==> config.mk <==
export PLATFORM = sky130hd
export DESIGN_NAME = bsst_gap
export DESIGN_NICKNAME = d
export VERILOG_FILES = /design/src/rtl/core/bsst_pkg.sv /design/src/rtl/core/bsst_gap.sv
export SDC_FILE = /design/constraint.sdc
export NUM_CORES = 1
export LEC_CHECK = 0
export BUFFER_PORTS_ARGS = -buffer_cell sky130_fd_sc_hd__buf_4
export CAP_MARGIN = 20
export CORE_ASPECT_RATIO = 2
export CORE_MARGIN = 10
export CORE_UTILIZATION = 53
export DETAILED_ROUTE_END_ITERATION = 7
export PLACE_DENSITY = 0.95
export SYNTH_ARGS = -nofsm -noshare
export SYNTH_HDL_FRONTEND = slang
export SYNTH_SLANG_ARGS = --single-unit
export TNS_END_PERCENT = 100
==> constraint.sdc <==
create_clock -name vclk -period 8.6
set_input_delay 0.86 -clock vclk [all_inputs]
set_output_delay 0.86 -clock vclk [all_outputs]
set_load 0.01 [all_outputs]
==> src/rtl/core/bsst_pkg.sv <==
// shared constants and types for the bounded set span tracker
package bsst_pkg;

    // default sizing
    localparam int MAX_ENTRIES_DEF = 64;
    localparam int VALUE_BITS_DEF  = 32;

    // fixed field widths
    localparam int CAP_W     = 7;
    localparam int COUNT_W   = 7;
    localparam int GAP_OUT_W = 32;
    localparam int MG_W      = 33;

    // capacity after reset
    localparam logic [CAP_W-1:0] CAP_RESET = CAP_W'(64);

    // running minimum gap before any gap exists
    localparam logic [MG_W-1:0] MG_NONE = {MG_W{1'b1}};

    // status codes
    localparam logic STATUS_STORED   = 1'b0;
    localparam logic STATUS_REJECTED = 1'b1;

    // where the new key lands in the sorted row
    typedef struct packed {
        logic stored;
        logic has_pred;
        logic has_succ;
        logic at_front;
        logic at_end;
    } bsst_ins_t;

endpackage

==> src/rtl/core/bsst_gap.sv <==
// gap arithmetic: running minimum gap update and span of the set
module bsst_gap #(
    parameter int VALUE_BITS = bsst_pkg::VALUE_BITS_DEF
) (
    input  logic [VALUE_BITS-1:0]          key,
    input  logic [VALUE_BITS-1:0]          pred,
    input  logic [VALUE_BITS-1:0]          succ,
    input  logic [VALUE_BITS-1:0]          lo,
    input  logic [VALUE_BITS-1:0]          hi,
    input  bsst_pkg::bsst_ins_t            ins_info,
    input  logic [bsst_pkg::MG_W-1:0]      min_gap,
    output logic [bsst_pkg::MG_W-1:0]      min_gap_next,
    output logic [bsst_pkg::GAP_OUT_W-1:0] span
);

    localparam int CW = (VALUE_BITS > bsst_pkg::MG_W) ? VALUE_BITS : bsst_pkg::MG_W;

    logic [VALUE_BITS-1:0] gap_left;
    logic [VALUE_BITS-1:0] gap_right;
    logic [VALUE_BITS-1:0] span_w;
    logic [CW-1:0]         gl_ext;
    logic [CW-1:0]         gr_ext;
    logic [CW-1:0]         mid_ext;
    logic [CW-1:0]         span_ext;
    logic [bsst_pkg::MG_W-1:0] mid;

    // exact gaps to both neighbours, keys are offset so no wrap occurs
    assign gap_left  = key - pred;
    assign gap_right = succ - key;
    assign gl_ext    = CW'(gap_left);
    assign gr_ext    = CW'(gap_right);

    // fold both gaps into the running minimum
    always_comb begin
        mid = min_gap;
        if (ins_info.stored && ins_info.has_pred && (gl_ext < CW'(min_gap))) begin
            mid = gl_ext[bsst_pkg::MG_W-1:0];
        end
        mid_ext      = CW'(mid);
        min_gap_next = mid;
        if (ins_info.stored && ins_info.has_succ && (gr_ext < mid_ext)) begin
            min_gap_next = gr_ext[bsst_pkg::MG_W-1:0];
        end
    end

    // largest minus smallest, low bits only
    assign span_w   = hi - lo;
    assign span_ext = CW'(span_w);
    assign span     = span_ext[bsst_pkg::GAP_OUT_W-1:0];

endmodule

[Word level (Yosys, flattened, before mapping)]
Cells that the tools add are included.
Storage, ports and cells
  register bits after elaboration: 0
  bits in latches: 0
  bits in writable memories: 0
  memory bits (read-only): 0
  output and inout bits: 65
  logic and storage cells: 11
  memories kept: 0
Operators by class
  add/subtract/negate cells: 3
  $mul: 0
  divide/modulo/power cells: 0
  magnitude comparators: 2
  equal/unequal tests: 0
  shifts and indexed selects: 0
  multiplexer cells: 2
  bitwise logic cells: 0
  reductions and logical operators: 4
Operators by type and width (count)
  $sub 32x32->32: 3
  $lt 32x33->1: 2
  $mux 33: 2
  $logic_and 1x1->1: 4

[Depth between registers and ports, before layout]
Gate-level depths: netlist (run 1).
  depth after elaboration: 7
  depth in mapped cells: 35
  depth with buffers taken out: 31

[Least setup slack after synthesis (run 1)]
No wires, ideal clock.
  kind: input -> output
  from: in key[0]
  to: out min_gap_next[16] (netlist name)
  data arrival time: 7.252 ns
  required time: 7.740 ns
  path slack: 0.488 ns
  stages: 35
  cells stage by stage: inv_1 ha_1 inv_1 fa_1 a21o_1 a31o_2 a21oi_1 a21oi_1 a21oi_2 o22ai_1 o41ai_2 xnor2_1 ha_1 a2111oi_0 o21ai_0 a21oi_1 o2bb2ai_1 a21oi_1 o21ai_2 buf_2 buf_2 mux2i_1 ha_1 a21o_1 a21o_1 a21o_1 a211oi_1 o21ai_1 nor4_1 nand2_1 o2111ai_1 and2_1 buf_2 buf_4 mux2i_1
On the way
  longest elaborated chain between the ends: 7
  elaborated cells between the ends (all ways): 8
RTL lines
  start: declaration: line bsst_gap.sv:5  | input logic [VALUE_BITS-1:0] key,
  $sub 32x32->32: line bsst_gap.sv:28  | assign gap_left = key - pred;
  $lt 32x33->1: line bsst_gap.sv:36  | if (ins_info.stored && ins_info.has_pred && (gl_ext < CW'(min_gap))) begin
  $logic_and 1x1->1: line bsst_gap.sv:36
  $mux 33: line bsst_gap.sv:36
  $lt 32x33->1: line bsst_gap.sv:41  | if (ins_info.stored && ins_info.has_succ && (gr_ext < mid_ext)) begin
  $logic_and 1x1->1: line bsst_gap.sv:41
  $mux 33 (*): line bsst_gap.sv:41
  end: declaration: line bsst_gap.sv:12  | output logic [bsst_pkg::MG_W-1:0] min_gap_next,
Every way passes the cells marked *; elsewhere a longest branch is shown, timed or not.

[Final worst setup path (run 1)]
  from: in key[0]
  to: out min_gap_next[24] (netlist name)
The elaborated chain is that of the path after synthesis.

==> results of run 1 <==
worst max-delay path: cells and delay by family:
kind	cells	cell delay, ps
XOR/XNOR	1	230
AO/OA/AOI/OAI	18	3510
AND/OR/NAND/NOR	4	630
multiplexers	1	310
buffers and inverters	6	730
adder cells (fa/ha/maj)	4	1180
layout make-up:
cell class                      count  area [µm²]
Inverter                          159         597
Timing Repair Buffer              282        2160
Tap cell                          152         190
Multi-Input combinational cell    837        6600
Fill cell                        1046        3520
logic make-up (layout without fill, tap and decap cells):
kind of cell / Yosys count / in the layout / share of synthesized area
compound gates: 323 / 323 / 0.300
xor+xnor: 83 / 83 / 0.102
fa+ha+maj: 158 / 158 / 0.281
buf+inv: 175 / 441 / 0.0949
mux: 39 / 39 / 0.0566
simple gates: 234 / 234 / 0.166
what timing repair did:
item                       in CTS  in global routing
setup endpoints to repair      32                 32
pin swaps                       0                  9
buffers inserted                0                  6
gates resized for setup         8                 30
routing by layer:
| layer | wire, µm | track usage | vias up | share of wire |
|---|---|---|---|---|
| met2 | 15200 | 0.542 | 396 | 0.53 |
| li1 | - | - | 4164 | - |
| met5 | 0 | 0 | - | 0 |
| met4 | 2510 | 0.234 | 0 | 0.087 |
| met1 | 8840 | 0.238 | 4046 | 0.31 |
| met3 | 2240 | 0.0614 | 143 | 0.078 |
power by group:
| part | leakage [nW] | total, mW | internal, mW | switching [mW] |
|---|---|---|---|---|
| logic | 5.36 | 1.05 | 0.487 | 0.566 |
| registers | 0 | 0 | 0 | 0 |
| clock network | 0 | 0 | 0 | 0 |
cell usage in the layout, fill, tap and decap left out, types with 5 or more instances in the layout:
cell / synthesis / routed
a211oi_1: 10 / 10
a21boi_0: 5 / 5
a21o_1: 63 / 63
a21oi_1: 98 / 93
a21oi_2: 3 / 6
and3_1: 11 / 11
and4_1: 6 / 6
buf_4: 3 / 277
ha_1: 155 / 155
inv_1: 159 / 159
mux2i_1: 38 / 28
mux2i_2: 0 / 6
mux2i_4: 1 / 5
nand2_1: 56 / 56
nand2b_1: 13 / 13
nand3_1: 28 / 28
nand4_1: 18 / 18
nor2_1: 49 / 49
nor2b_1: 13 / 13
nor3_1: 15 / 15
o211ai_1: 8 / 8
o21a_1: 16 / 16
o21ai_0: 49 / 44
o21ai_1: 12 / 16
o21bai_1: 6 / 6
o31ai_1: 6 / 6
or3_1: 6 / 6
xnor2_1: 52 / 52
xor2_1: 31 / 31
through the flow:
stage	setup TNS (ps)	power, mW	util
6_report	0	1.05	0.731
5_1_grt	-88.9	1.14	0.731
4_1_cts	0	1.00	0.717
3_5_place_dp	-5310	0.989	0.715
3_3_place_gp	-1.34	0.960	0.715
2_1_floorplan	0	0.613	-
worst paths after layout:
| kind | end | slack [ps] | depth (start not counted) |
|---|---|---|---|
| setup / recovery | min_gap_next[24] | 270 | 34 |
| hold / removal | min_gap_next[32] | 2020 | 3 |
==> run metrics, run 1 <==
DIE AREA 18800 µm²; Rows 59; area grow syn2layout 34.0%; aggregate routed wire length 28800 µm; status finished clean; Critical Path Source Type primary input; Period minus WS final 8330 ps; kind of critical path primary input to primary output; Yosys Warn Count 0; Worst Path Required 7740 ps; largest net degree at the start of global routing 24; ant diodes 0; Commonest cells post-synth inv_1 (159), ha_1 (155), a21oi_1 (98); non-filler cells, final 1430; Crit. Startpoint key[0]; post-DR wirelength/cell 20.1 µm; vias after detailed routing 8749; Final nets 1636; io pins 263; Pins Over Slew Limit 0; GPL Wtd Cong 1.00; top-count cell post-synth inv_1; First-pass DRT Iterations 5; Max Fanout on Critical Path 19; dpl cell area 9340 µm²; slowest cell delay on critical path 400 ps; post-synth cell types 68; Tcrit/Tclk final 0.968; WHS 2020 ps; Synth top area share 0.272; Residual DRC 0; Buffers on Ports 261; mean area per synthesized cell 7.04 µm²; Hold Violations, Final 0; CP arrival 7470 ps; CTS Hold Bufs 0; vias in the first global route 9118; Syn Inst Count 1012; DPL Wire Length 25100 µm; Synth area leaders ha_1 (27%), inv_1 (8.4%), a21oi_1 (6.9%); post-placement worst setup slack -319 ps; Register Area 0 µm²; Die Wd 102 µm; VDD IR max 82.3 µV; largest area contributor in the netlist ha_1; Post-Syn Nets 1368; core area 13100 µm²; Final Setup Violations 0; hold crit path type primary input to primary output; Starting DRT DRC Count 376; Hold Startpoint ins_info[2]; register area share after synthesis 0; cell total after placement 1424; Setup crit end kind primary output; Die Y 184 µm; initial antenna violation count 0; slew margin rel. 0.535; mapped cell area 7120 µm²; CLK BUF 0; Peak Freq 0.120 GHz; number of nets with antenna violations after routing 0; GRT Util Overall 0.285; Slew @ Worst Pin 680 ps; P_leak 5.36 nW; Seq cells 0; grt ovf 0; Design Area, Final 9550 µm²; Setup WS post-layout 272 ps; share of cells above drive strength 1 0.252; PwrDens 110 nW/µm²; vias per inst 6.12; first-pass GRT wire length 43300 µm; max-cap viol count 0; Starting Density 0.545; critical path's slowest cell o41ai_2
Note: power is estimated with default switching activity, not from simulation.
==> run 2: changes to the inputs <==
- ABC_CLOCK_PERIOD_IN_PS: unset -> 8600
- CORE_MARGIN: 10 -> 2
- PLACE_DENSITY: 0.95 -> 0.85
==> run metrics, run 2 (same netlist as run 1, synthesis figures left out) <==
status finished clean; Register Area 0 µm²; Seq cells 0; initial antenna violation count 0; DIE AREA 14400 µm²; PwrDens 105 nW/µm²; DPL Wire Length 20000 µm; vias in the first global route 7904; max-cap viol count 0; vias after detailed routing 8329; WL met2 11000 µm; slowest cell delay on critical path 380 ps; fin util 0.711; Final nets 1633; GPL Wtd Cong 0.983; VDD IR max 52.1 µV; Starting Density 0.536; io pins 263; Design Area, Final 9450 µm²; aggregate routed wire length 22700 µm; post-DR wirelength/cell 15.9 µm; Max Fanout on Critical Path 11; kind of critical path primary input to primary output; Fillers 1105; P_leak 5.34 nW; Tcrit/Tclk final 0.956; Die Y 168 µm; total negative slack 0 ps; Worst Path Required 7740 ps; Hold Violations, Final 0; first-pass GRT wire length 36000 µm; area grow syn2layout 32.7%; Rows 60; grt ovf 0; most frequent cells in the layout buf_4 (275), inv_1 (159), ha_1 (154); Period minus WS final 8220 ps; top layer in use met4; number of nets with antenna violations after routing 0; Pins Over Slew Limit 0; dpl cell area 9340 µm²; Starting DRT DRC Count 400; critical path's slowest cell o41ai_2; Slew @ Worst Pin 666 ps; Die Wd 86.0 µm; multi-input logic area 6540 µm²; DR WL met3 1540 µm; Critical Path Source Type primary input; hold crit path type primary input to primary output; Buffers on Ports 261; Peak Freq 0.122 GHz; slew margin rel. 0.544; vias per inst 5.82; GRT Util Overall 0.295; most common cell after layout, fill and taps aside buf_4; ant diodes 0; RSZ-0062 raised after global routing false; core area 13300 µm²; First-pass DRT Iterations 5; CLK BUF 0; Residual DRC 0; Routed met1 length 9480 µm; Setup crit end kind primary output; CP arrival 7360 ps; share of cells above drive strength 1 0.249; Final Setup Violations 0; largest net degree at the start of global routing 21
[run 2: final timing paths]
kind	cells after the start	slack [ps]	startpoint	to
worst min-delay path	3	2000	ins_info[2]	min_gap_next[32]
worst max-delay path	34	380	key[0]	min_gap_next[8]
[run 2: routing by layer]
layer,GRT usage,vias up
li1,-,4160
met1,0.377,3775
met2,0.533,341
met3,0.0147,53
met4,0.0676,0
met5,0,-
[run 2: report_power, final]
group / leakage [nW] / switching [mW] / internal [mW]
Clock: 0 / 0 / 0
Sequential: 0 / 0 / 0
Combinational: 5.34 / 0.523 / 0.474
Total: 5.34 / 0.523 / 0.474
[run 2: critical path, delay by kind of cell]
kind | cells | cell delay [ps]
buf+inv | 6 | 740
compound gates | 18 | 3380
xor+xnor | 1 | 160
fa+ha+maj | 4 | 1210
simple gates | 3 | 530
mux | 2 | 490
[run 2: stage by stage]
stage / power [mW] / cells / setup slack, ps / hold WS (ps)
after floorplan: 0.613 / 1012 / 488 / 1800
after global placement: 0.931 / 1429 / 144 / 2000
after detailed placement: 0.956 / 1429 / 9.90 / 2000
after CTS: 0.964 / 1429 / 50.0 / 2000
after global routing: 1.09 / 1430 / 23.3 / 2020
final: 0.996 / 1430 / 377 / 2000
[run 2: layout make-up]
class,count,share of cell area
inverters,159,0.0632
repair buffers,279,0.224
multi-input cells,837,0.692
well taps,155,0.0205
[run 2: what timing repair did]
action	in CTS	in global routing
pin swaps	0	9
buffers inserted	0	1
setup endpoints to repair	4	32
hold buffers	0	0
gates resized for setup	1	27
endpoints found under the hold margin	0	0
==> run 3: changes to the inputs <==
- GPL_TIMING_DRIVEN: unset -> 0
- REMOVE_ABC_BUFFERS: unset -> 1
==> run metrics, run 3 (same netlist as run 1, synthesis figures left out) <==
initial antenna violation count 0; largest net degree at the start of global routing 20; CP arrival 7470 ps; GRT Util Overall 0.299; Tot Pwr 1.04 mW; Starting DRT DRC Count 331; Setup crit end kind primary output; DIE AREA 14400 µm²; io pins 263; Final Setup Violations 0; slew margin rel. 0.563; Die Y 168 µm; Die Wd 86.0 µm; Hold Violations, Final 0; Final nets 1640; GPL Wtd Cong 0.956; vias after detailed routing 8552; most common cell after layout, fill and taps aside buf_4; Register Area 0 µm²; Tcrit/Tclk final 0.968; Design Area, Final 9620 µm²; PwrDens 108 nW/µm²; Peak Freq 0.120 GHz; post-placement worst setup slack -1410 ps; most frequent cells in the layout buf_4 (280), inv_1 (159), ha_1 (154); multi-input logic area 6640 µm²; Slew @ Worst Pin 638 ps; P_leak 5.40 nW; Buffers on Ports 261; First-pass DRT Iterations 5; area grow syn2layout 35.0%; max-cap viol count 0; Fillers 1096; vias in the first global route 8239; grt ovf 0; aggregate routed wire length 23400 µm; dpl cell area 9300 µm²; fin util 0.724; number of nets with antenna violations after routing 0; kind of critical path primary input to primary output; vias per inst 5.95; Starting Density 0.536; CTS Hold Bufs 0; Pins Over Slew Limit 0; CLK BUF 0; ant diodes 0; critical path's slowest cell o41a_1; Critical Path Source Type primary input; slowest cell delay on critical path 500 ps; first-pass GRT wire length 36700 µm; status finished clean; core area 13300 µm²; Rows 60; Period minus WS final 8330 ps; DPL Wire Length 19600 µm; Residual DRC 0; Seq cells 0; post-DR wirelength/cell 16.3 µm; VDD IR max 64.0 µV; share of cells above drive strength 1 0.258; Max Fanout on Critical Path 18; Worst Path Required 7740 ps; Setup WS post-layout 272 ps; hold crit path type primary input to primary output; Hold EP min_gap_next[32]; hold depth 3; Hold Startpoint ins_info[2]
[run 3: worst max path at each step]
stage	startpoint	endpoint	slack [ps]	depth (start not counted)
3_3_place_gp	key[0]	min_gap_next[13]	-3670	33
6_report	pred[1]	min_gap_next[16]	270	34
2_1_floorplan	pred[10]	min_gap_next[16]	-1050	31
5_1_grt	key[0]	min_gap_next[22]	-40	35
3_5_place_dp	key[0]	min_gap_next[16]	-1410	33
4_1_cts	key[0]	min_gap_next[22]	50	35
[run 3: per-layer routing]
metal	routed length [µm]	global-route usage	vias up	share of wire
met5	0	0	-	0
met4	967	0.101	0	0.041
met3	1630	0.0216	74	0.070
met2	11500	0.532	400	0.49
met1	9320	0.371	3899	0.40
li1	-	-	4179	-
[run 3: worst max-delay path: cells and delay by family]
kind | cells | cell delay [ps]
fa+ha+maj | 3 | 850
simple gates | 9 | 1360
mux | 2 | 540
xor+xnor | 1 | 150
compound gates | 14 | 2970
buf+inv | 5 | 720
[run 3: per-stage QoR]
step / TNS [ps] / cells / hold WS, ps
final: 0 / 1437 / 2010
after CTS: 0 / 1423 / 2010
after global routing: -218 / 1437 / 2010
after global placement: -111140 / 1412 / 2010
after detailed placement: -38140 / 1416 / 2010
after floorplan: -28430 / 996 / 1800
[run 3: timing repair]
action,4_1_cts,5_1_grt
cloned,2,0
gates resized for setup,12,26
endpoints found under the hold margin,0,0
setup buffers,5,14
pin swaps,5,16
endpoints found under the setup margin,32,32
[run 3: cell type report]
type | count | area share
inverters | 159 | 0.0621
multi-input cells | 839 | 0.690
well taps | 155 | 0.0202
repair buffers | 284 | 0.228
[run 3: power by group]
| part | switching [mW] | internal (mW) |
|---|---|---|
| logic | 0.545 | 0.494 |
| clock network | 0 | 0 |
| registers | 0 | 0 |
| total | 0.545 | 0.494 |
